[config.mk]
export PLATFORM = sky130hd
export DESIGN_NAME = rqi_div_cell
export DESIGN_NICKNAME = d
export VERILOG_FILES = /design/src/design/rqi_pkg.sv /design/src/design/rqi_div_cell.sv
export SDC_FILE = /design/constraint.sdc
export NUM_CORES = 1
export LEC_CHECK = 0
export BUFFER_PORTS_ARGS = -buffer_cell sky130_fd_sc_hd__buf_2
export CORE_UTILIZATION = 30
export DETAILED_ROUTE_END_ITERATION = 8
export GPL_ROUTABILITY_DRIVEN = 0
export GPL_TIMING_DRIVEN = 0
export PLACE_DENSITY_LB_ADDON = 0.12
export SETUP_SLACK_MARGIN = 0.2
export SLEW_MARGIN = 20
export SYNTH_ARGS = -nofsm -noshare
export SYNTH_HDL_FRONTEND = slang
export SYNTH_SLANG_ARGS = --single-unit
[constraint.sdc]
create_clock -name clock -period 6.32 [get_ports clock]
set_input_delay 1.896 -clock clock [delete_from_list [all_inputs] [get_ports clock]]
set_output_delay 1.896 -clock clock [all_outputs]
set_load 0.05 [all_outputs]
[src/design/rqi_pkg.sv]
// Shared widths, constants and types of the ray / quadric intersection pipeline.
package rqi_pkg;

   // Fixed-point format of coordinates and coefficients.
   localparam int FRAC_BITS   = 16;
   localparam int COORD_WIDTH = 32;

   // Product counts: quadratic coordinate products and linear coefficient products.
   localparam int NQ = 21;
   localparam int NL = 6;

   // Accumulator widths of the quadratic build.
   localparam int HI_W  = 68;
   localparam int LO_W  = 70;
   localparam int LIN_W = 66;
   localparam int SUM_W = 104;

   // a, b, c in Q.F, kept inside [-2^59, 2^59).
   localparam int Q_W  = 60;
   localparam int HALF = Q_W / 2;

   // Discriminant, square root and divider widths.
   localparam int DISC_W     = 123;
   localparam int RAD_W      = 122;
   localparam int ROOT_W     = RAD_W / 2;
   localparam int SREM_W     = 64;
   localparam int NUM_W      = ROOT_W + 2;
   localparam int MAG_W      = NUM_W - 1;
   localparam int DEN_W      = Q_W + 1;
   localparam int QUO_W      = 32;
   localparam int N_W        = MAG_W + FRAC_BITS;
   localparam int SQRT_CELLS = ROOT_W;
   localparam int DIV_CELLS  = QUO_W;

   // Thresholds on t (Q.F) and on the discriminant (Q.2F).
   localparam longint EPS_T    = longint'((((64'd1 << FRAC_BITS) * 5) + 5000) / 10000);
   localparam longint EPS_D_HI = longint'((((64'd1 << (2 * FRAC_BITS)) * 5) + 5000) / 10000);
   localparam longint EPS_D_LO = longint'(((64'd1 << (2 * FRAC_BITS)) + 5000) / 10000);

   // How many roots the discriminant allows.
   typedef enum logic [1:0] {
      MODE_NONE    = 2'd0,
      MODE_TWO     = 2'd1,
      MODE_TANGENT = 2'd2
   } mode_type;

   // Which root is reported.
   typedef enum logic [1:0] {
      KIND_NONE    = 2'd0,
      KIND_FAR     = 2'd1,
      KIND_NEAR    = 2'd2,
      KIND_TANGENT = 2'd3
   } kind_type;

   // Raw ray fields as they arrive on the input word.
   typedef struct packed {
      logic [31:0] origin_z;
      logic [31:0] origin_y;
      logic [31:0] origin_x;
      logic [31:0] dir_z;
      logic [31:0] dir_y;
      logic [31:0] dir_x;
   } ray_type;

   // The ten surface coefficients, signed Q16.16.
   typedef struct packed {
      logic signed [31:0] a;
      logic signed [31:0] b;
      logic signed [31:0] c;
      logic signed [31:0] d;
      logic signed [31:0] e;
      logic signed [31:0] f;
      logic signed [31:0] g;
      logic signed [31:0] h;
      logic signed [31:0] j;
      logic signed [31:0] k;
   } coef_type;

   // Result of the quadratic build and discriminant test.
   typedef struct packed {
      logic signed [Q_W-1:0] a;
      logic signed [Q_W-1:0] b;
      mode_type              mode;
      logic [RAD_W-1:0]      rad;
   } quad_type;

   // Word handed along the square-root cells.
   typedef struct packed {
      logic [RAD_W-1:0]      rad;
      logic [ROOT_W-1:0]     root;
      logic [SREM_W-1:0]     rem;
      logic signed [Q_W-1:0] a;
      logic signed [Q_W-1:0] b;
      mode_type              mode;
   } sq_type;

   // Word handed along the divider cells; two quotients are formed side by side.
   typedef struct packed {
      logic [DEN_W-1:0] rem1;
      logic [DEN_W-1:0] rem2;
      logic [QUO_W-1:0] n1;
      logic [QUO_W-1:0] n2;
      logic [QUO_W-1:0] q1;
      logic [QUO_W-1:0] q2;
      logic [DEN_W-1:0] dm;
      logic             ovf1;
      logic             ovf2;
      logic             neg1;
      logic             neg2;
      logic             a_pos;
      mode_type         mode;
   } dv_type;

endpackage

[src/design/rqi_div_cell.sv]
// One cell of the divider chain: settles one bit of both quotients per cycle while enabled.
module rqi_div_cell (
   input  logic            clock,
   input  logic            reset,
   input  logic            en,
   input  logic            up_vld,
   input  rqi_pkg::dv_type up_data,
   output logic            dn_vld,
   output rqi_pkg::dv_type dn_data
);
   import rqi_pkg::*;

   logic [DEN_W:0] cur1;
   logic [DEN_W:0] cur2;
   logic           fit1;
   logic           fit2;
   dv_type         data_in;
   dv_type         data_ff;
   logic           vld_ff;

   // Restoring step on both lanes against the shared divisor.
   always_comb begin
      cur1 = {up_data.rem1, up_data.n1[QUO_W-1]};
      cur2 = {up_data.rem2, up_data.n2[QUO_W-1]};
      fit1 = cur1 >= {1'b0, up_data.dm};
      fit2 = cur2 >= {1'b0, up_data.dm};
      data_in      = up_data;
      data_in.n1   = up_data.n1 << 1;
      data_in.n2   = up_data.n2 << 1;
      data_in.q1   = {up_data.q1[QUO_W-2:0], fit1};
      data_in.q2   = {up_data.q2[QUO_W-2:0], fit2};
      data_in.rem1 = fit1 ? DEN_W'(cur1 - {1'b0, up_data.dm}) : DEN_W'(cur1);
      data_in.rem2 = fit2 ? DEN_W'(cur2 - {1'b0, up_data.dm}) : DEN_W'(cur2);
   end

   // Cell register.
   always_ff @(posedge clock) begin
      if (reset) begin
         vld_ff <= 1'b0;
      end else if (en) begin
         vld_ff <= up_vld;
      end
      if (en) begin
         data_ff <= data_in;
      end
   end

   assign dn_vld  = vld_ff;
   assign dn_data = data_ff;

endmodule

==> flow_metrics.env, run 1 <==
export IMPL_pwr_share_comb=0.330
export IMPL_portBuffers=636
export IMPL_nNetsFinal=2884
export IMPL_synth_edf_count=316
export IMPL_drt_total_wl_um=75500
export IMPL_clkTransAtPathRegs_ns=0.05
export IMPL_dp_hpwl_um=63000
export IMPL_cts_resized=0
export IMPL_holdBufCountCts=0
export IMPL_syn_area_per_cell_sq_um=10.8
export IMPL_holdWs_ns=0.492
export IMPL_cts_tree="built"
export IMPL_cp_required_ns=6.59
export IMPL_area_growth_synth_to_final_pct=29.6
export IMPL_ys_seq_area_frac=0.502
export IMPL_die_w_um=253
export IMPL_overflow=0
export IMPL_wl_met3_um=5290
export IMPL_crit_chain="buf_2 > inv_1 > ha_1 > and3_1 > nor2b_1 > o2111ai_1 > a2111oi_0 > nor3b_1 > o31ai_1 > o21ai_1 > o31a_1 > xnor2_1 > o21ai_1"
export IMPL_cp_start_kind="input port"
export IMPL_viasPerCell=5.01
export IMPL_slowest_stage="a2111oi_0"
export IMPL_avgRoutedWirePerCell_um=22.8
export IMPL_synth_distinct_cells=81
export IMPL_fin_worst_skew_ns=0
export IMPL_row_count=91
export IMPL_dp_cells=3234
export IMPL_status="finished, final reports clean"
export IMPL_ctsHtreeMaxLevel=2
export IMPL_yosysWarnings=0
export IMPL_die_h_um=253
export IMPL_ys_flop_type="edfxtp_1"
export IMPL_routed_top_layer="met5"
export IMPL_p_seq_frac=0.364
export IMPL_postSynthCellCount=1757
export IMPL_cpMostUsedCell="o21ai_1"
export IMPL_track_usage=0.227
export IMPL_slew_violations=0
export IMPL_r2r_start="dn_vld"
export IMPL_critPathKind="input port to register"
export IMPL_multi_input_comb_area_sq_mm=0.00866
export IMPL_wl_met2_um=37300
export IMPL_layout_drive_gt1_share=0.316
export IMPL_postCtsSetupBuffers=0
export IMPL_fmax_mhz=172
export IMPL_hold_viol_final=0
export IMPL_relSlewSlack=0.419
export IMPL_min_from="dn_vld"
export IMPL_clock_sinks=317
export IMPL_intPower_mw=4.63
export IMPL_p_leak_nw=10.7
export IMPL_first_iter_violations=1123
export IMPL_setup_worst_path_end_class="register"
export IMPL_dr_pass1_iters=5
export IMPL_finalSetupViolCount=0
export IMPL_irDropWorstVdd_mv=0.182
export IMPL_clk_latency_ns=0.55
export IMPL_final_setup_worst_slack_ns=0.495
export IMPL_p_switching_mw=2.69
export IMPL_cts_buffer_depth=3
export IMPL_boundaryPins=641
export IMPL_regToRegSetupSlack_ns=5.74
export IMPL_worstPathArrival_ns=6.09
export IMPL_maxCapViolCount=0
export IMPL_power_density_mw_per_mm2=298
export IMPL_die_area_sq_mm=0.0642
export IMPL_crit_start="up_data[18]"
export IMPL_synth_area_sq_mm=0.0190
export IMPL_cts_buffers=39
export IMPL_grt_pass1_vias=16400
export IMPL_synth_seq_cells=317
export IMPL_path_max_fanout=6
export IMPL_dp_slack_ns=0.101
export IMPL_fin_crit_sh=0.922
export IMPL_via_count=16600
export IMPL_seqCellArea_sq_mm=0.00951
export IMPL_power_mw=7.32
export IMPL_clkPwrFrac=0.306
export IMPL_slowest_delay_ns=0.72
export IMPL_period_minus_slack_ns=5.82
export IMPL_core_area_sq_mm=0.0621
export IMPL_stdcell_count=3310
export IMPL_root_buffer="clkbuf_16"
export IMPL_worstHoldPathType="register to register"
export IMPL_grt_first_pass_wirelength_um=106000
export IMPL_nFillCells=6221
export IMPL_rsz0062_at_grt="false"
export IMPL_worst_pin_slew_ns=0.872
export IMPL_async_reset_ff_frac=0
export IMPL_antenna_found_initial=25
export IMPL_swShare=0.367
export IMPL_drcViolationCount=0
export IMPL_grt_max_degree=100
export IMPL_wl_met1_um=30900
export IMPL_start_util=0.305
export IMPL_ant_nets=0
## cells by family after synthesis
logic type	synth area share
AND/OR/NAND/NOR	0.113
AO/OA/AOI/OAI	0.178
other	0.000198
adder cells (fa/ha/maj)	0.0827
buffers and inverters	0.0415
flip-flops	0.502
XOR/XNOR	0.0471
multiplexers	0.0353
## synthesized netlist by cell type (17+ instances only)
cell type	n	area share
o21bai_1	31	0.012
xnor2_1	59	0.027
o21a_1	17	0.0067
nand2b_1	18	0.0059
nor2_1	76	0.015
nor2b_1	19	0.0063
nand3_1	44	0.012
o21ai_0	146	0.039
xor2_1	43	0.020
mux2_4	38	0.030
clkbuf_1	52	0.010
nand4_1	39	0.013
a21oi_1	158	0.042
nor3_1	25	0.0066
inv_1	102	0.020
edfxtp_1	316	0.50
a21o_1	77	0.031
nand2_1	163	0.032
ha_1	122	0.081
## final timing paths
kind                  endpoint  cells after the start
hold reg to reg         dn_vld                      2
setup / recovery  dn_data[316]                     13
hold / removal          dn_vld                      2
setup reg to reg        dn_vld                      2
## cells in the final DEF, fill, tap and decap left out, types with 43 or more instances in the layout
cell type  netlist  routed
edfxtp_1       316     316
nand2_1        163     163
a21oi_1        158     158
ha_1           122     122
xnor2_1         59      59
nor2_1          76      76
clkbuf_1        52      60
o21ai_0        146     146
inv_1          102     102
buf_2            8     643
nand3_1         44      44
a21o_1          77      77
xor2_1          43      43
## routing by layer
layer / vias to the layer above / GRT usage
met5: - / 0
li1: 7940 / -
met1: 7877 / 0.279
met4: 4 / 0.0644
met3: 116 / 0.0464
met2: 656 / 0.399
## sequential cells by signal (all words and copies together), names as in the netlist
register  flops
dn_data     316
dn_vld        1
## area by class of cell
class,count,area share
plain buffers,74,0.0158
diodes,7,0.000713
repair buffers,639,0.133
multi-input cells,1264,0.352
clock buffers,47,0.0410
clock inverters,22,0.0107
well taps,837,0.0426
flip-flops and latches,317,0.387
inverters,103,0.0162
## critical path, delay by kind of cell
| kind | cells | cell delay (ns) |
|---|---|---|
| AOI/OAI and AO/OA | 6 | 2.53 |
| and+or+nand+nor | 3 | 0.81 |
| buffers and inverters | 2 | 0.17 |
| adders and majority gates | 1 | 0.46 |
| xor gates and xnor gates | 1 | 0.21 |
## power by group through the flow
stage	Combinational, mW	Sequential (mW)	Clock [mW]
finish	2.42	2.66	2.24
global route	2.57	2.69	2.38
detailed placement	2.41	2.71	0
CTS	2.42	2.67	2.32
floorplan	0.855	3.53	0
global placement	2.40	2.73	0
## stage by stage
stage	cell area, sq um	setup TNS, ns	util
after CTS	24500	0	0.396
after detailed placement	23300	0	0.375
after global placement	23200	-449.78	0.374
after global routing	24600	0	0.396
final	24600	0	0.396
after floorplan	19000	0	-
No activity file was read; power rests on OpenSTA's default activity.
==> run 2: changes to the inputs <==
--- a/config.mk
+++ b/config.mk
@@ -5,6 +5,7 @@
 export SDC_FILE = /design/constraint.sdc
 export NUM_CORES = 1
 export LEC_CHECK = 0
+export ABC_AREA = 1
 export BUFFER_PORTS_ARGS = -buffer_cell sky130_fd_sc_hd__buf_2
 export CORE_UTILIZATION = 30
 export DETAILED_ROUTE_END_ITERATION = 8
==> run 2 against run 1 <==
First-iteration DRC count grew 14%. Non-clock buffer count fell by 37. Fmax is 18% higher. Setup slack better by 0.89 ns. Register-to-register slack is essentially flat. Via count increased by 35%. Critical endpoint is now dn_data[243].
==> flow_metrics.env, run 2 <==
export IMPL_status="finished, final reports clean"
export IMPL_clock_sinks=317
export IMPL_drt_total_wl_um=96600
export IMPL_ys_seq_area_frac=0.414
export IMPL_cp_start_kind="input port"
export IMPL_cts_buffers=38
export IMPL_ys_top_cells_by_count="nand2_1, inv_1, edfxtp_1, nor2_1, nand3_1"
export IMPL_viasPerCell=4.55
export IMPL_row_count=101
export IMPL_fmax_mhz=203
export IMPL_r2r_start="dn_vld"
export IMPL_antenna_found_initial=10
export IMPL_use_met1=0.286
export IMPL_crit_family="simple AND/OR/NAND/NOR gates"
export IMPL_critical_path_buf_inv_count=4
export IMPL_start_util=0.303
export IMPL_grt_first_pass_wirelength_um=137000
export IMPL_grt_max_degree=98
export IMPL_async_reset_ff_frac=0
export IMPL_mostFrequentLayoutCells="nand2_1, inv_1, buf_2"
export IMPL_synth_top_area_share=0.413
export IMPL_cts_tree="built"
export IMPL_via_count=22500
export IMPL_relSlewSlack=0.426
export IMPL_critPathKind="input port to register"
export IMPL_placed_cell_area_sq_mm=0.0275
export IMPL_grt_use_met2=0.441
export IMPL_synth_most_common_cell="nand2_1"
export IMPL_final_cell_area_sq_mm=0.0286
export IMPL_fin_worst_skew_ns=0
export IMPL_fin_crit_sh=0.781
export IMPL_layout_drive_gt1_share=0.197
export IMPL_yosysWarnings=0
export IMPL_synth_seq_cells=317
export IMPL_overflow=0
export IMPL_slew_violations=0
export IMPL_r2r_end="dn_vld"
export IMPL_path_max_fanout=10
export IMPL_grt_pass1_vias=21700
export IMPL_cts_buffer_depth=3
export IMPL_die_area_sq_mm=0.0776
export IMPL_mostFrequentLayoutCell="nand2_1"
export IMPL_finalSetupViolCount=0
export IMPL_drcViolationCount=0
export IMPL_irDropWorstVdd_mv=0.184
export IMPL_nFillCells=8347
export IMPL_top_usage_layer="met2"
export IMPL_crit_chain="buf_2 > inv_1 > ha_1 > nand2_1 > nor2_1 > nand2_1 > nor4_1 > nand4_1 > nand3_2 > buf_6 > buf_6 > nand3_1 > nand2_1"
export IMPL_rsz0062_at_grt="false"
export IMPL_clk_latency_ns=0.56
export IMPL_holdBufCountCts=0
export IMPL_postSynthCellCount=3255
export IMPL_regToRegSetupSlack_ns=5.74
export IMPL_area_growth_synth_to_final_pct=24.6
export IMPL_cts_resized=0
export IMPL_die_w_um=279
export IMPL_core_area_sq_mm=0.0758
export IMPL_nNetsFinal=4381
export IMPL_ff2ff_path_depth=2
export IMPL_first_iter_violations=1282
export IMPL_maxCapViolCount=0
export IMPL_avgRoutedWirePerCell_um=19.5
export IMPL_dp_slack_ns=0.964
export IMPL_cp_required_ns=6.75
export IMPL_worst_pin_slew_ns=0.853
export IMPL_min_to="dn_vld"
export IMPL_hold_viol_final=0
export IMPL_p_leak_nw=15.9
export IMPL_worstHoldPathType="register to register"
export IMPL_yosys_area_top_type="edfxtp_1"
export IMPL_min_from="dn_vld"
export IMPL_slowest_stage="nor4_1"
export IMPL_dp_hpwl_um=83200
export IMPL_dr_pass1_iters=5
export IMPL_use_met3=0.0375
export IMPL_seqCellArea_sq_mm=0.00951
export IMPL_postCtsSetupBuffers=0
export IMPL_syn_area_per_cell_sq_um=7.05
export IMPL_largest_reg_flops=316
export IMPL_die_h_um=279
export IMPL_worstPathArrival_ns=5.36
export IMPL_clkTransAtPathRegs_ns=0.06
export IMPL_hold_depth=2
export IMPL_portBuffers=636
export IMPL_cpMostUsedCell="nand2_1"
export IMPL_synth_distinct_cells=40
export IMPL_track_usage=0.242
export IMPL_ys_flop_type="edfxtp_1"
export IMPL_dp_cells=4873
export IMPL_yosys_top_cells_area="edfxtp_1, nand2_1, inv_1, ha_1, nor2_1"
export IMPL_power_density_mw_per_mm2=255
export IMPL_ant_nets=0
export IMPL_setup_tns_ns=0
export IMPL_stdcell_count=4943
export IMPL_boundaryPins=641
export IMPL_synth_edf_count=316
export IMPL_slowest_delay_ns=0.68
export IMPL_period_minus_slack_ns=4.94
export IMPL_root_buffer="clkbuf_16"
export IMPL_setup_worst_path_end_class="register"
export IMPL_multi_input_comb_area_sq_mm=0.0103
export IMPL_final_setup_worst_slack_ns=1.38
export IMPL_synth_area_sq_mm=0.0230
export IMPL_ctsHtreeMaxLevel=2
[run 2: cell count changes after synthesis, moves of 27 or more]
cell	before	now
nor2_1	76	203
o21ai_1	11	82
o21bai_1	31	4
nand3_1	44	138
inv_1	102	742
xnor2_1	59	4
a21o_1	77	2
a21oi_1	158	81
o21ai_0	146	14
nand4_1	39	72
clkbuf_1	52	12
nand2_1	163	1268
mux2_4	38	0
[run 2: final cells by class]
type	count	area share
diodes	3	0.000263
plain buffers	37	0.00963
clock buffers	46	0.0343
clock inverters	21	0.00521
inverters	768	0.101
multi-input cells	2134	0.360
flip-flops and latches	317	0.333
well taps	978	0.0428
repair buffers	639	0.115
[run 2: kinds of logic after synthesis]
group	Yosys count	synth area share
other	1	0.000163
adder cells (fa/ha/maj)	124	0.0682
multiplexers	1	0.000436
flip-flops	317	0.414
AO/OA/AOI/OAI	185	0.0413
buffers and inverters	805	0.138
XOR/XNOR	61	0.0233
AND/OR/NAND/NOR	1761	0.315
[run 2: worst reg2reg max path, cell delays in order (launching register included)]
cell	delay [ns]
dfxtp_1	0.31
mux2i_1	0.12
nor2_1	0.05
[run 2: stage by stage]
stage               hold slack [ns]  utilization  power (mW)
finish                        0.496        0.377        7.30
detailed placement            0.483        0.362        5.30
global route                  0.561        0.377        7.67
global placement              0.474        0.361        5.32
CTS                           0.496        0.377        7.39
floorplan                     0.733            -        4.45
[run 2: how the worst max path moves through the flow]
stage	cells after the start	endpoint	slack, ns	start
after floorplan	15	dn_data[281]	2.50	up_data[195]
after global placement	3	dn_vld	-1.82	en
after detailed placement	13	dn_data[217]	0.96	up_data[20]
after CTS	13	dn_data[208]	1.55	up_data[20]
after global routing	13	dn_data[208]	1.38	up_data[20]
final	13	dn_data[243]	1.38	up_data[20]
[run 2: metal layers]
layer / share of wire / vias to the layer above / wire length [um]
met5: 0.00042 / - / 41
met4: 0.037 / 6 / 3530
met3: 0.054 / 143 / 5240
met2: 0.50 / 649 / 48100
met1: 0.41 / 10300 / 39700
li1: - / 11400 / -
[run 2: power breakdown]
| part | switching (mW) | total, mW | internal [mW] |
|---|---|---|---|
| Sequential | 0.0545 | 2.65 | 2.59 |
| Clock | 0.898 | 2.05 | 1.15 |
| Combinational | 1.96 | 2.61 | 0.646 |
| Total | 2.91 | 7.30 | 4.39 |
