--- config.mk ---
export PLATFORM = sky130hd
export DESIGN_NAME = rqi_sqrt_cell
export DESIGN_NICKNAME = d
export VERILOG_FILES = /design/src/design/rqi_pkg.sv /design/src/design/rqi_sqrt_cell.sv
export SDC_FILE = /design/constraint.sdc
export NUM_CORES = 1
export LEC_CHECK = 0
export ABC_CLOCK_PERIOD_IN_PS = 8300
export BUFFER_PORTS_ARGS = -buffer_cell sky130_fd_sc_hd__buf_2
export CORE_AREA = 2 2 291 293
export DETAILED_ROUTE_END_ITERATION = 6
export DIE_AREA = 0 0 293 295
export HOLD_SLACK_MARGIN = 0.02
export PLACE_DENSITY = 0.48
export SYNTH_ARGS = -nofsm -noshare
export SYNTH_HDL_FRONTEND = slang
export SYNTH_SLANG_ARGS = --single-unit
--- constraint.sdc ---
create_clock -name clock -period 8.3 [get_ports clock]
set_input_delay 0.83 -clock clock [delete_from_list [all_inputs] [get_ports clock]]
set_output_delay 0.83 -clock clock [all_outputs]
set_load 0.02 [all_outputs]
--- src/design/rqi_pkg.sv ---
// Shared widths, constants and types of the ray / quadric intersection pipeline.
package rqi_pkg;

   // Fixed-point format of coordinates and coefficients.
   localparam int FRAC_BITS   = 16;
   localparam int COORD_WIDTH = 32;

   // Product counts: quadratic coordinate products and linear coefficient products.
   localparam int NQ = 21;
   localparam int NL = 6;

   // Accumulator widths of the quadratic build.
   localparam int HI_W  = 68;
   localparam int LO_W  = 70;
   localparam int LIN_W = 66;
   localparam int SUM_W = 104;

   // a, b, c in Q.F, kept inside [-2^59, 2^59).
   localparam int Q_W  = 60;
   localparam int HALF = Q_W / 2;

   // Discriminant, square root and divider widths.
   localparam int DISC_W     = 123;
   localparam int RAD_W      = 122;
   localparam int ROOT_W     = RAD_W / 2;
   localparam int SREM_W     = 64;
   localparam int NUM_W      = ROOT_W + 2;
   localparam int MAG_W      = NUM_W - 1;
   localparam int DEN_W      = Q_W + 1;
   localparam int QUO_W      = 32;
   localparam int N_W        = MAG_W + FRAC_BITS;
   localparam int SQRT_CELLS = ROOT_W;
   localparam int DIV_CELLS  = QUO_W;

   // Thresholds on t (Q.F) and on the discriminant (Q.2F).
   localparam longint EPS_T    = longint'((((64'd1 << FRAC_BITS) * 5) + 5000) / 10000);
   localparam longint EPS_D_HI = longint'((((64'd1 << (2 * FRAC_BITS)) * 5) + 5000) / 10000);
   localparam longint EPS_D_LO = longint'(((64'd1 << (2 * FRAC_BITS)) + 5000) / 10000);

   // How many roots the discriminant allows.
   typedef enum logic [1:0] {
      MODE_NONE    = 2'd0,
      MODE_TWO     = 2'd1,
      MODE_TANGENT = 2'd2
   } mode_type;

   // Which root is reported.
   typedef enum logic [1:0] {
      KIND_NONE    = 2'd0,
      KIND_FAR     = 2'd1,
      KIND_NEAR    = 2'd2,
      KIND_TANGENT = 2'd3
   } kind_type;

   // Raw ray fields as they arrive on the input word.
   typedef struct packed {
      logic [31:0] origin_z;
      logic [31:0] origin_y;
      logic [31:0] origin_x;
      logic [31:0] dir_z;
      logic [31:0] dir_y;
      logic [31:0] dir_x;
   } ray_type;

   // The ten surface coefficients, signed Q16.16.
   typedef struct packed {
      logic signed [31:0] a;
      logic signed [31:0] b;
      logic signed [31:0] c;
      logic signed [31:0] d;
      logic signed [31:0] e;
      logic signed [31:0] f;
      logic signed [31:0] g;
      logic signed [31:0] h;
      logic signed [31:0] j;
      logic signed [31:0] k;
   } coef_type;

   // Result of the quadratic build and discriminant test.
   typedef struct packed {
      logic signed [Q_W-1:0] a;
      logic signed [Q_W-1:0] b;
      mode_type              mode;
      logic [RAD_W-1:0]      rad;
   } quad_type;

   // Word handed along the square-root cells.
   typedef struct packed {
      logic [RAD_W-1:0]      rad;
      logic [ROOT_W-1:0]     root;
      logic [SREM_W-1:0]     rem;
      logic signed [Q_W-1:0] a;
      logic signed [Q_W-1:0] b;
      mode_type              mode;
   } sq_type;

   // Word handed along the divider cells; two quotients are formed side by side.
   typedef struct packed {
      logic [DEN_W-1:0] rem1;
      logic [DEN_W-1:0] rem2;
      logic [QUO_W-1:0] n1;
      logic [QUO_W-1:0] n2;
      logic [QUO_W-1:0] q1;
      logic [QUO_W-1:0] q2;
      logic [DEN_W-1:0] dm;
      logic             ovf1;
      logic             ovf2;
      logic             neg1;
      logic             neg2;
      logic             a_pos;
      mode_type         mode;
   } dv_type;

endpackage

--- src/design/rqi_sqrt_cell.sv ---
// One cell of the square-root chain: settles one root bit per cycle while enabled.
module rqi_sqrt_cell (
   input  logic            clock,
   input  logic            reset,
   input  logic            en,
   input  logic            up_vld,
   input  rqi_pkg::sq_type up_data,
   output logic            dn_vld,
   output rqi_pkg::sq_type dn_data
);
   import rqi_pkg::*;

   logic [SREM_W+1:0] cur;
   logic [SREM_W+1:0] trial;
   logic              fits;
   sq_type            data_in;
   sq_type            data_ff;
   logic              vld_ff;

   // Bring down two radicand bits and try the next root bit.
   always_comb begin
      cur   = {up_data.rem, up_data.rad[RAD_W-1 -: 2]};
      trial = (SREM_W+2)'({up_data.root, 2'b01});
      fits  = cur >= trial;
      data_in     = up_data;
      data_in.rad = up_data.rad << 2;
      if (fits) begin
         data_in.rem  = SREM_W'(cur - trial);
         data_in.root = {up_data.root[ROOT_W-2:0], 1'b1};
      end else begin
         data_in.rem  = SREM_W'(cur);
         data_in.root = {up_data.root[ROOT_W-2:0], 1'b0};
      end
   end

   // Cell register.
   always_ff @(posedge clock) begin
      if (reset) begin
         vld_ff <= 1'b0;
      end else if (en) begin
         vld_ff <= up_vld;
      end
      if (en) begin
         data_ff <= data_in;
      end
   end

   assign dn_vld  = vld_ff;
   assign dn_data = data_ff;

endmodule

==> results.py, run 1 <==
metrics = {
    "run_status": {
        "status": "finished clean",
    },
    "yosys": {
        "synthFlopType": "edfxtp_1",
        "yosys.area.top_type_share": 0.6852,
        "ys_ff_latch": 368,
        "synth_common_cells": "edfxtp_1, a21oi_1, inv_1",
        "synth_enable_flop_cells": 367,
        "syn_area_per_cell_um2": 14.39,
        "synth.largest_area_cell": "edfxtp_1",
        "syn_area_mm2": 0.01608,
        "yosysMostFrequentCell": "edfxtp_1",
        "synth_cell_types": 66,
        "synth.yosys.seq_area_share": 0.6865,
        "ys_async_sr_fraction": 0,
        "netlist_instances": 1118,
        "synthTopCellsByArea": "edfxtp_1, ha_1, mux2_1, a21oi_1, xnor2_1",
        "ys_warn_count": 0,
    },
    "detailed_routing": {
        "wl_per_cell_um": 25.18,
        "drt-initial-drc-count": 858,
        "routed_wl_um": 75680,
        "firstDrtPassIters": 7,
        "vias_per_cell": 4.241,
        "remaining_drc_errors": 0,
        "antenna_left": 0,
        "route.vias.total": 12750,
    },
    "clock_tree": {
        "cts.sinks": 368,
        "htreeDepth": 2,
        "cts_resized": 0,
        "cts_setup_buffers": 0,
        "cts-buffers-inserted": 45,
        "clk_latency_ns": 0.57,
        "path_clk_slew_ns": 0.06,
        "cts_buffer_depth": 3,
        "ctsRootBufferMaster": "clkbuf_16",
        "cts_tree": "done",
        "cts_hold_buf": 0,
    },
    "placement": {
        "gp_congestion": 0.8773,
        "io_buffers": 740,
        "dpl.hpwl_um": 63020,
    },
    "pwr": {
        "power_frac_seq": 0.431,
        "internal_power_mw": 3.820,
        "power_frac_comb": 0.192,
        "leakage_nw": 9.489,
        "peakVddDrop_mv": 0.1375,
        "p_sw_mw": 1.535,
        "p_sw_frac": 0.2866,
        "powerDensity_mw_per_mm2": 237.6,
        "clkPwrFrac": 0.377,
    },
    "timing": {
        "setup_viol": 0,
        "rsz0062_at_grt": "false",
        "finalClockSkew_ns": 0,
        "max_freq_mhz": 200.4,
        "finalSetupTns_ns": 0,
        "tightest_slew_ns": 1.400,
        "slew_violations": 0,
        "finalCritPeriodShare": 0.6013,
        "hold_viol": 0,
        "relSlewSlack": 0.06089,
        "post-route-min-period_ns": 4.991,
    },
    "layout": {
        "syn_to_final_growth_pct": 40.12,
        "final_util": 0.2710,
        "nNetsFinal": 2308,
        "drive_gt1_frac": 0.4352,
    },
    "global_route": {
        "antenna_found_initial": 77,
        "grt_usage": 0.1662,
        "grt_max_degree": 157,
        "grt_pass1_vias": 12970,
        "grt_pass1_wl_um": 101000,
        "grt_overflow": 0,
    },
    "worst_setup_path": {
        "crit_fanout": 54,
        "setup.worst_path.end_class": "flip-flop",
        "crit_required_ns": 8.61,
        "critPathArrivalTime_ns": 5.30,
        "path_class": "in2reg",
        "start_kind": "input port",
    },
    "floorplanning": {
        "start_util": 0.1934,
        "die-area_mm2": 0.08644,
        "die_width_um": 293,
        "core_mm2": 0.08316,
        "rows": 106,
        "die_h_um": 295,
        "ios": 743,
    },
    "run": {
        "maxCapViolations": 0,
    },
    "worst_hold_path": {
        "hold_class": "in2reg",
    },
}
-- power by group through the flow --
stage          logic (mW)  registers, mW  clock network (mW)
3_5_place_dp         1.03           2.35                   0
3_3_place_gp         1.03           2.35                   0
2_1_floorplan       0.323           2.57                   0
6_report             1.03           2.31                2.02
5_1_grt              1.11           2.32                2.16
4_1_cts              1.04           2.31                2.10
-- cells in the final DEF (no fill, tap or decap), drive strengths merged, types with 6 or more instances in the layout --
cell type  count
ha            63
o21bai        17
nand3         25
mux2          47
clkbuf        56
o21ai         45
xnor2         39
bufinv         7
o31ai          7
nor2          34
nor3          19
a31oi         10
edfxtp       367
a21oi         82
nor4           6
o21a          16
nand4         26
diode         21
xor2          19
or3            7
nand2         61
nor2b          7
inv           82
buf          745
clkinv        14
nand2b         7
a21o          27
-- metrics by stage --
stage | setup slack (ns) | hold WS, ns | std cells | area, µm² | power (mW)
final | 3.309 | 0.4146 | 3006 | 22540 | 5.354
after global routing | 2.929 | 0.3797 | 2996 | 22510 | 5.587
after CTS | 3.125 | 0.3628 | 2985 | 22480 | 5.448
after detailed placement | 2.524 | 0.4869 | 2905 | 21000 | 3.380
after global placement | 2.638 | 0.4956 | 2905 | 21000 | 3.379
after floorplan | 4.581 | 0.5788 | 1119 | 16090 | 2.893
-- layout make-up --
cell class	count	area (µm²)
fill	8716	60620
sequential	368	11040
timing repair buffer	745	3764
inverter	80	302.8
multi-input combinational	632	4542
clock buffer	56	1167
antenna	21	52.55
clock inverter	24	315.3
tap	1080	1351
-- flip-flops by register name, summed over array words and instances (netlist names) --
name     flops
dn_data    367
dn_vld       1
-- worst max-delay path, stage by stage --
cell	delay, ns
buf_2	0.08
inv_1	0.04
ha_1	0.43
nand4_1	0.33
nor4_1	0.33
a21boi_1	0.45
o21ai_1	0.22
a31o_2	0.32
a211oi_2	0.29
o31a_1	0.58
nor2_4	0.21
inv_4	0.69
mux2_2	0.42
-- worst paths after layout --
path	startpoint	endpoint	slack, ns	cells after the start
worst max-delay path	up_data[197]	dn_data[129]$_DFFE_PP_	3.31	13
worst min-delay path	reset	dn_vld$_SDFFE_PP0P_	0.41	2
worst max register to register	dn_vld$_SDFFE_PP0P_	dn_vld$_SDFFE_PP0P_	7.71	2
worst min register to register	dn_vld$_SDFFE_PP0P_	dn_vld$_SDFFE_PP0P_	0.51	2
-- routing by layer --
layer | global-route usage | vias up | share of wire
met4 | 0.05478 | 30 | 0.042
met5 | 0 | - | 0.0027
met1 | 0.1799 | 6111 | 0.36
met3 | 0.07187 | 195 | 0.10
met2 | 0.2908 | 622 | 0.49
li1 | - | 5789 | -
-- cell families after synthesis --
| kind of cell | synth area share |
|---|---|
| mux | 0.03415 |
| xor+xnor | 0.03159 |
| buf+inv | 0.03205 |
| compound gates | 0.09841 |
| other cells | 0.0002332 |
| simple gates | 0.06807 |
| flops | 0.6865 |
| fa+ha+maj | 0.04901 |
Power figures use the tool's default switching activity.
==> inputs of run 2 (changes only) <==
- ABC_AREA: unset -> 1
- ABC_CLOCK_PERIOD_IN_PS: 8300 -> 4870
- CORE_AREA: 2 2 291 293 -> 2 2 286 288
- DIE_AREA: 0 0 293 295 -> 0 0 288 290
- PLACE_DENSITY: 0.48 -> 0.51
- clock period: 8.3 -> 4.87 ns (I/O delays scaled with it)
==> results.py, run 2 <==
metrics = {
    "run_status": {
        "status": "finished clean",
    },
    "worst_setup_path": {
        "r2r_cells": 2,
        "crit_buf_inv": 5,
        "path_depth": 16,
        "critPathArrivalTime_ns": 3.41,
        "r2r-start": "dn_vld$_SDFFE_PP0P_",
        "cp_slowest_stage_delay_ns": 0.63,
        "r2r_slack_ns": 4.29,
        "cpMostUsedCell": "nand2_1",
        "critPathLaunch": "up_data[217]",
        "setup.worst_path.end_class": "flip-flop",
        "start_kind": "input port",
        "rr_endpoint": "dn_vld$_SDFFE_PP0P_",
        "path_class": "in2reg",
        "cp_slowest_cell": "buf_4",
        "crit_fanout": 66,
        "crit_required_ns": 5.29,
        "endpoint": "dn_data[178]$_DFFE_PP_",
        "crit_chain": "buf_2 -> inv_1 -> ha_1 -> nand2_1 -> nor2_1 -> inv_2 -> nor2_2 -> inv_2 -> nor2_4 -> nand2_1 -> nand2_1 -> nand2_1 -> nand2_4 -> buf_4 -> nand3_1 -> nand2_1",
        "critPathTopFamily": "simple AND/OR/NAND/NOR gates",
    },
    "timing": {
        "setup_viol": 0,
        "finalSetupTns_ns": 0,
        "slew_violations": 0,
        "tightest_slew_ns": 0.8266,
        "whs_ns": 0.07211,
        "relSlewSlack": 0.4489,
        "finalClockSkew_ns": 0,
        "hold_viol": 0,
        "finalCritPeriodShare": 0.6125,
        "rsz0062_at_grt": "false",
        "post-route-min-period_ns": 2.983,
        "max_freq_mhz": 335.2,
    },
    "detailed_routing": {
        "firstDrtPassIters": 5,
        "antenna_left": 0,
        "drt-initial-drc-count": 890,
        "vias_per_cell": 4.151,
        "wl_per_cell_um": 24.32,
        "route.vias.total": 15900,
        "remaining_drc_errors": 0,
        "routed_wl_um": 93160,
    },
    "layout": {
        "drive_gt1_frac": 0.3112,
        "final_common_cell": "nand2_1",
        "syn_to_final_growth_pct": 36.68,
        "final_area_mm2": 0.02472,
        "final_cell_mix": "nand2_1, buf_2, inv_1, edfxtp_1, nor2_1",
        "largest_reg_flops": 367,
        "nNetsFinal": 3153,
        "fillCellCount": 8700,
    },
    "yosys": {
        "synth_enable_flop_cells": 367,
        "synth_common_cells": "nand2_1, inv_1, edfxtp_1",
        "ys_async_sr_fraction": 0,
        "synthFlopType": "edfxtp_1",
        "netlist_instances": 1936,
        "synthTopCellsByArea": "edfxtp_1, nand2_1, inv_1, ha_1, nor2_1",
        "synth_mux_area_frac": 0.0005535,
        "syn_area_mm2": 0.01808,
        "ys_warn_count": 0,
        "yosys.area_share.xor_xnor": 0.01453,
        "yosys.area.top_type_share": 0.6094,
        "yosysMostFrequentCell": "nand2_1",
        "ys_ff_latch": 368,
        "synth.yosys.seq_area_share": 0.6105,
        "synth.largest_area_cell": "edfxtp_1",
        "synth-simple-area-share": 0.2280,
        "synthAdderAreaFrac": 0.04359,
        "synth_cell_types": 30,
        "synth_compound_area_frac": 0.01315,
        "syn_area_per_cell_um2": 9.341,
        "synth_top_family_by_area": "simple AND/OR/NAND/NOR gates",
    },
    "global_route": {
        "grt_usage": 0.2169,
        "grt_overflow": 0,
        "grtUsageMet2": 0.3911,
        "met3_usage": 0.08821,
        "grt_pass1_vias": 15560,
        "busiest_layer": "met2",
        "grt_max_degree": 102,
        "met1_usage": 0.2241,
        "grt_pass1_wl_um": 123800,
        "antenna_found_initial": 105,
    },
    "floorplanning": {
        "die_h_um": 290,
        "core_mm2": 0.08016,
        "start_util": 0.2256,
        "die_width_um": 288,
        "rows": 104,
        "ios": 743,
        "die-area_mm2": 0.08352,
    },
    "clock_tree": {
        "htreeDepth": 2,
        "cts_tree": "done",
        "cts.sinks": 368,
        "path_clk_slew_ns": 0.06,
        "cts_buffer_depth": 3,
        "cts_resized": 0,
        "clk_latency_ns": 0.58,
        "ctsRootBufferMaster": "clkbuf_16",
        "cts-buffers-inserted": 47,
    },
    "worst_hold_path": {
        "hold_class": "in2reg",
    },
    "pwr": {
        "peakVddDrop_mv": 0.2617,
        "leakage_nw": 12.41,
        "powerDensity_mw_per_mm2": 380.9,
    },
    "placement": {
        "dpl-instance-area_mm2": 0.02310,
        "dpl.hpwl_um": 80520,
        "gp_congestion": 0.9427,
        "io_buffers": 740,
    },
    "run": {
        "maxCapViolations": 0,
    },
}
## run 2: how the worst min path moves through the flow
stage                        start                endpoint  slack, ns  depth (start not counted)
2_1_floorplan                reset     dn_vld$_SDFFE_PP0P_       0.56                          1
3_3_place_gp   dn_vld$_SDFFE_PP0P_     dn_vld$_SDFFE_PP0P_       0.48                          2
3_5_place_dp   dn_vld$_SDFFE_PP0P_     dn_vld$_SDFFE_PP0P_       0.48                          2
4_1_cts                up_data[60]   dn_data[60]$_DFFE_PP_       0.03                          1
5_1_grt               up_data[281]  dn_data[283]$_DFFE_PP_       0.04                          1
6_report              up_data[304]  dn_data[306]$_DFFE_PP_       0.07                          1
## run 2: what timing repair did
item	CTS	global route
endpoints found under the hold margin	1	0
hold buffers	1	0
buffers inserted	0	0
## run 2: routing by layer
metal / share of wire / routed length (µm) / up-vias
met5: 0.0025 / 229 / -
met4: 0.042 / 3912 / 34
met3: 0.10 / 9351 / 272
met2: 0.50 / 46970 / 691
met1: 0.35 / 32690 / 7224
li1: - / - / 7677
## run 2: worst reg2reg max path: stages (launching register included)
cell     delay (ns)
dfxtp_1        0.31
mux2i_1        0.12
nor2_1         0.05
## run 2: cell families (layout without fill, tap and decap cells)
| group | after synthesis | after routing |
|---|---|---|
| AND/OR/NAND/NOR | 1012 | 1012 |
| buffers and inverters | 414 | 1231 |
| flip-flops | 368 | 368 |
| adder cells (fa/ha/maj) | 63 | 63 |
| AO/OA/AOI/OAI | 47 | 47 |
| XOR/XNOR | 30 | 30 |
| other | 1 | 18 |
| multiplexers | 1 | 1 |
## run 2: area by class of cell
cell class | instances | area [µm²] | area share
Antenna cell | 16 | 40.04 | 0.001620
Clock buffer | 57 | 1234 | 0.04991
Clock inverter | 29 | 337.8 | 0.01367
Inverter | 399 | 1498 | 0.06059
Multi-Input combinational cell | 1155 | 5430 | 0.2197
Sequential cell | 368 | 11040 | 0.4467
Tap cell | 1060 | 1326 | 0.05366
Timing Repair Buffer | 746 | 3811 | 0.1542
## run 2: metrics by stage
stage	total power, mW	worst slack, ns	cells	utilization
after global placement	5.921	1.339	3727	0.2881
final	9.414	1.887	3830	0.3084
after detailed placement	5.924	1.341	3727	0.2881
after global routing	9.842	1.755	3825	0.3082
after floorplan	4.983	2.608	1937	-
after CTS	9.579	1.918	3814	0.3079
## run 2: power by group
| group | internal (mW) | switching [mW] |
|---|---|---|
| Sequential | 3.83 | 0.0793 |
| Combinational | 0.568 | 1.35 |
| Clock | 2.13 | 1.45 |
| Total | 6.53 | 2.88 |
==> inputs of run 3 (changes only) <==
- ABC_CLOCK_PERIOD_IN_PS: 4870 -> 2880
- clock period: 4.87 -> 2.88 ns (I/O delays scaled with it)
==> results.py, run 3 (synthesis results as in run 2) <==
metrics = {
    "clock_tree": {
        "cts_setup_buffers": 0,
        "cts.sinks": 368,
        "cts_tree": "done",
        "cts_buffer_depth": 3,
        "path_clk_slew_ns": 0.06,
        "clk_latency_ns": 0.58,
        "cts-buffers-inserted": 46,
        "ctsRootBufferMaster": "clkbuf_16",
        "htreeDepth": 2,
    },
    "global_route": {
        "grt_overflow": 0,
        "grt_max_degree": 60,
        "grt_pass1_vias": 17940,
        "grt_usage": 0.2229,
        "antenna_found_initial": 75,
        "grt_pass1_wl_um": 130000,
    },
    "timing": {
        "tightest_slew_ns": 0.6928,
        "rsz0062_at_grt": "false",
        "finalClockSkew_ns": 0,
        "max_freq_mhz": 364.6,
        "finalCritPeriodShare": 0.9524,
        "relSlewSlack": 0.5382,
        "finalSetupTns_ns": 0,
        "setup_viol": 0,
        "hold_viol": 0,
        "slew_violations": 0,
        "post-route-min-period_ns": 2.743,
        "fin_ws_ns": 0.1370,
    },
    "detailed_routing": {
        "drt-initial-drc-count": 905,
        "antenna_left": 0,
        "remaining_drc_errors": 0,
        "firstDrtPassIters": 7,
        "route.vias.total": 17380,
        "wl_per_cell_um": 22.59,
        "vias_per_cell": 4.109,
        "routed_wl_um": 95600,
    },
    "pwr": {
        "leakage_nw": 14.14,
        "powerDensity_mw_per_mm2": 572.4,
        "peakVddDrop_mv": 0.3699,
    },
    "worst_setup_path": {
        "cpMostUsedCell": "nand2_1",
        "critPathArrivalTime_ns": 3.07,
        "crit_chain": "dlygate4sd3_1 -> buf_2 -> inv_1 -> ha_1 -> nand2_1 -> nor2_1 -> nand2_1 -> nor2_1 -> nand3_1 -> nand2_1 -> nand2_1 -> nand3_2 -> nand2_1",
        "path_class": "in2reg",
        "cp_slowest_cell": "dlygate4sd3_1",
        "start_kind": "input port",
        "crit_required_ns": 3.21,
        "cp_slowest_stage_delay_ns": 0.61,
        "crit_fanout": 4,
        "setup.worst_path.end_class": "flip-flop",
    },
    "floorplanning": {
        "die_h_um": 290,
        "ios": 743,
        "die-area_mm2": 0.08352,
        "core_mm2": 0.08016,
        "start_util": 0.2256,
        "die_width_um": 288,
        "rows": 104,
    },
    "layout": {
        "fillCellCount": 8523,
        "final_common_cell": "nand2_1",
        "syn_to_final_growth_pct": 58.77,
        "nNetsFinal": 3552,
        "largest_reg_flops": 367,
        "drive_gt1_frac": 0.2832,
        "final_cell_mix": "nand2_1, buf_2, inv_1, edfxtp_1, dlygate4sd3_1",
    },
    "placement": {
        "io_buffers": 740,
        "dpl.hpwl_um": 81700,
        "dp_slack_ns": 0.06366,
        "gp_congestion": 0.9268,
    },
    "run_status": {
        "status": "finished clean",
    },
    "worst_hold_path": {
        "hold_class": "in2reg",
    },
    "run": {
        "maxCapViolations": 0,
    },
}
## run 3: layout make-up
cell class                      instances  area [µm²]  area share
Clock inverter                         36       395.4     0.01377
Inverter                              399        1498     0.05216
Timing Repair Buffer                 1146        7812      0.2721
Antenna cell                           18       45.04    0.001569
Tap cell                             1060        1326     0.04619
Sequential cell                       368       11040      0.3845
Clock buffer                           49        1162     0.04048
Multi-Input combinational cell       1155        5433      0.1892
## run 3: worst max-delay path, delay by kind of cell
family / cells / cell delay [ns]
simple gates: 9 / 1.62
buf+inv: 3 / 0.82
fa+ha+maj: 1 / 0.34
## run 3: timing repair
item,in CTS,in global routing
hold buffers,365,0
hold endpoints to repair,364,0
resized for setup,0,1
setup endpoints to repair,0,46
## run 3: report_power, final
group	switching (mW)	internal, mW
sequential	0.126	6.48
combinational	2.46	1.34
clock	2.45	3.58
total	5.04	11.4
## run 3: metrics by stage
step                      instances  hold WS, ns  total power [mW]  instance area, µm²  utilization
after detailed placement       3763       0.4493             10.08               23450       0.2926
after CTS                      4213      0.06848             16.67               28670       0.3576
final                          4231       0.1013             16.43               28710       0.3582
after global routing           4227       0.1176             17.17               28700       0.3581
after floorplan                1937       0.3604             8.426               18090            -
after global placement         3763       0.4470             10.06               23450       0.2926
## run 3: layer usage
metal  vias up  GRT usage  wire length (µm)
met5         -          0               198
met4        32    0.07633              3780
met3       224    0.08074              9053
met2       680     0.4059             48530
met1      7968     0.2343             34040
li1       8480          -                 -
## run 3: final timing paths
path / from / end / slack [ns] / cells past startpoint
hold / removal: up_data[367] / dn_data[122]$_DFFE_PP_ / 0.10 / 3
hold reg to reg: dn_vld$_SDFFE_PP0P_ / dn_vld$_SDFFE_PP0P_ / 1.04 / 3
setup / recovery: up_data[214] / dn_data[171]$_DFFE_PP_ / 0.14 / 13
setup reg to reg: dn_vld$_SDFFE_PP0P_ / dn_vld$_SDFFE_PP0P_ / 1.74 / 3
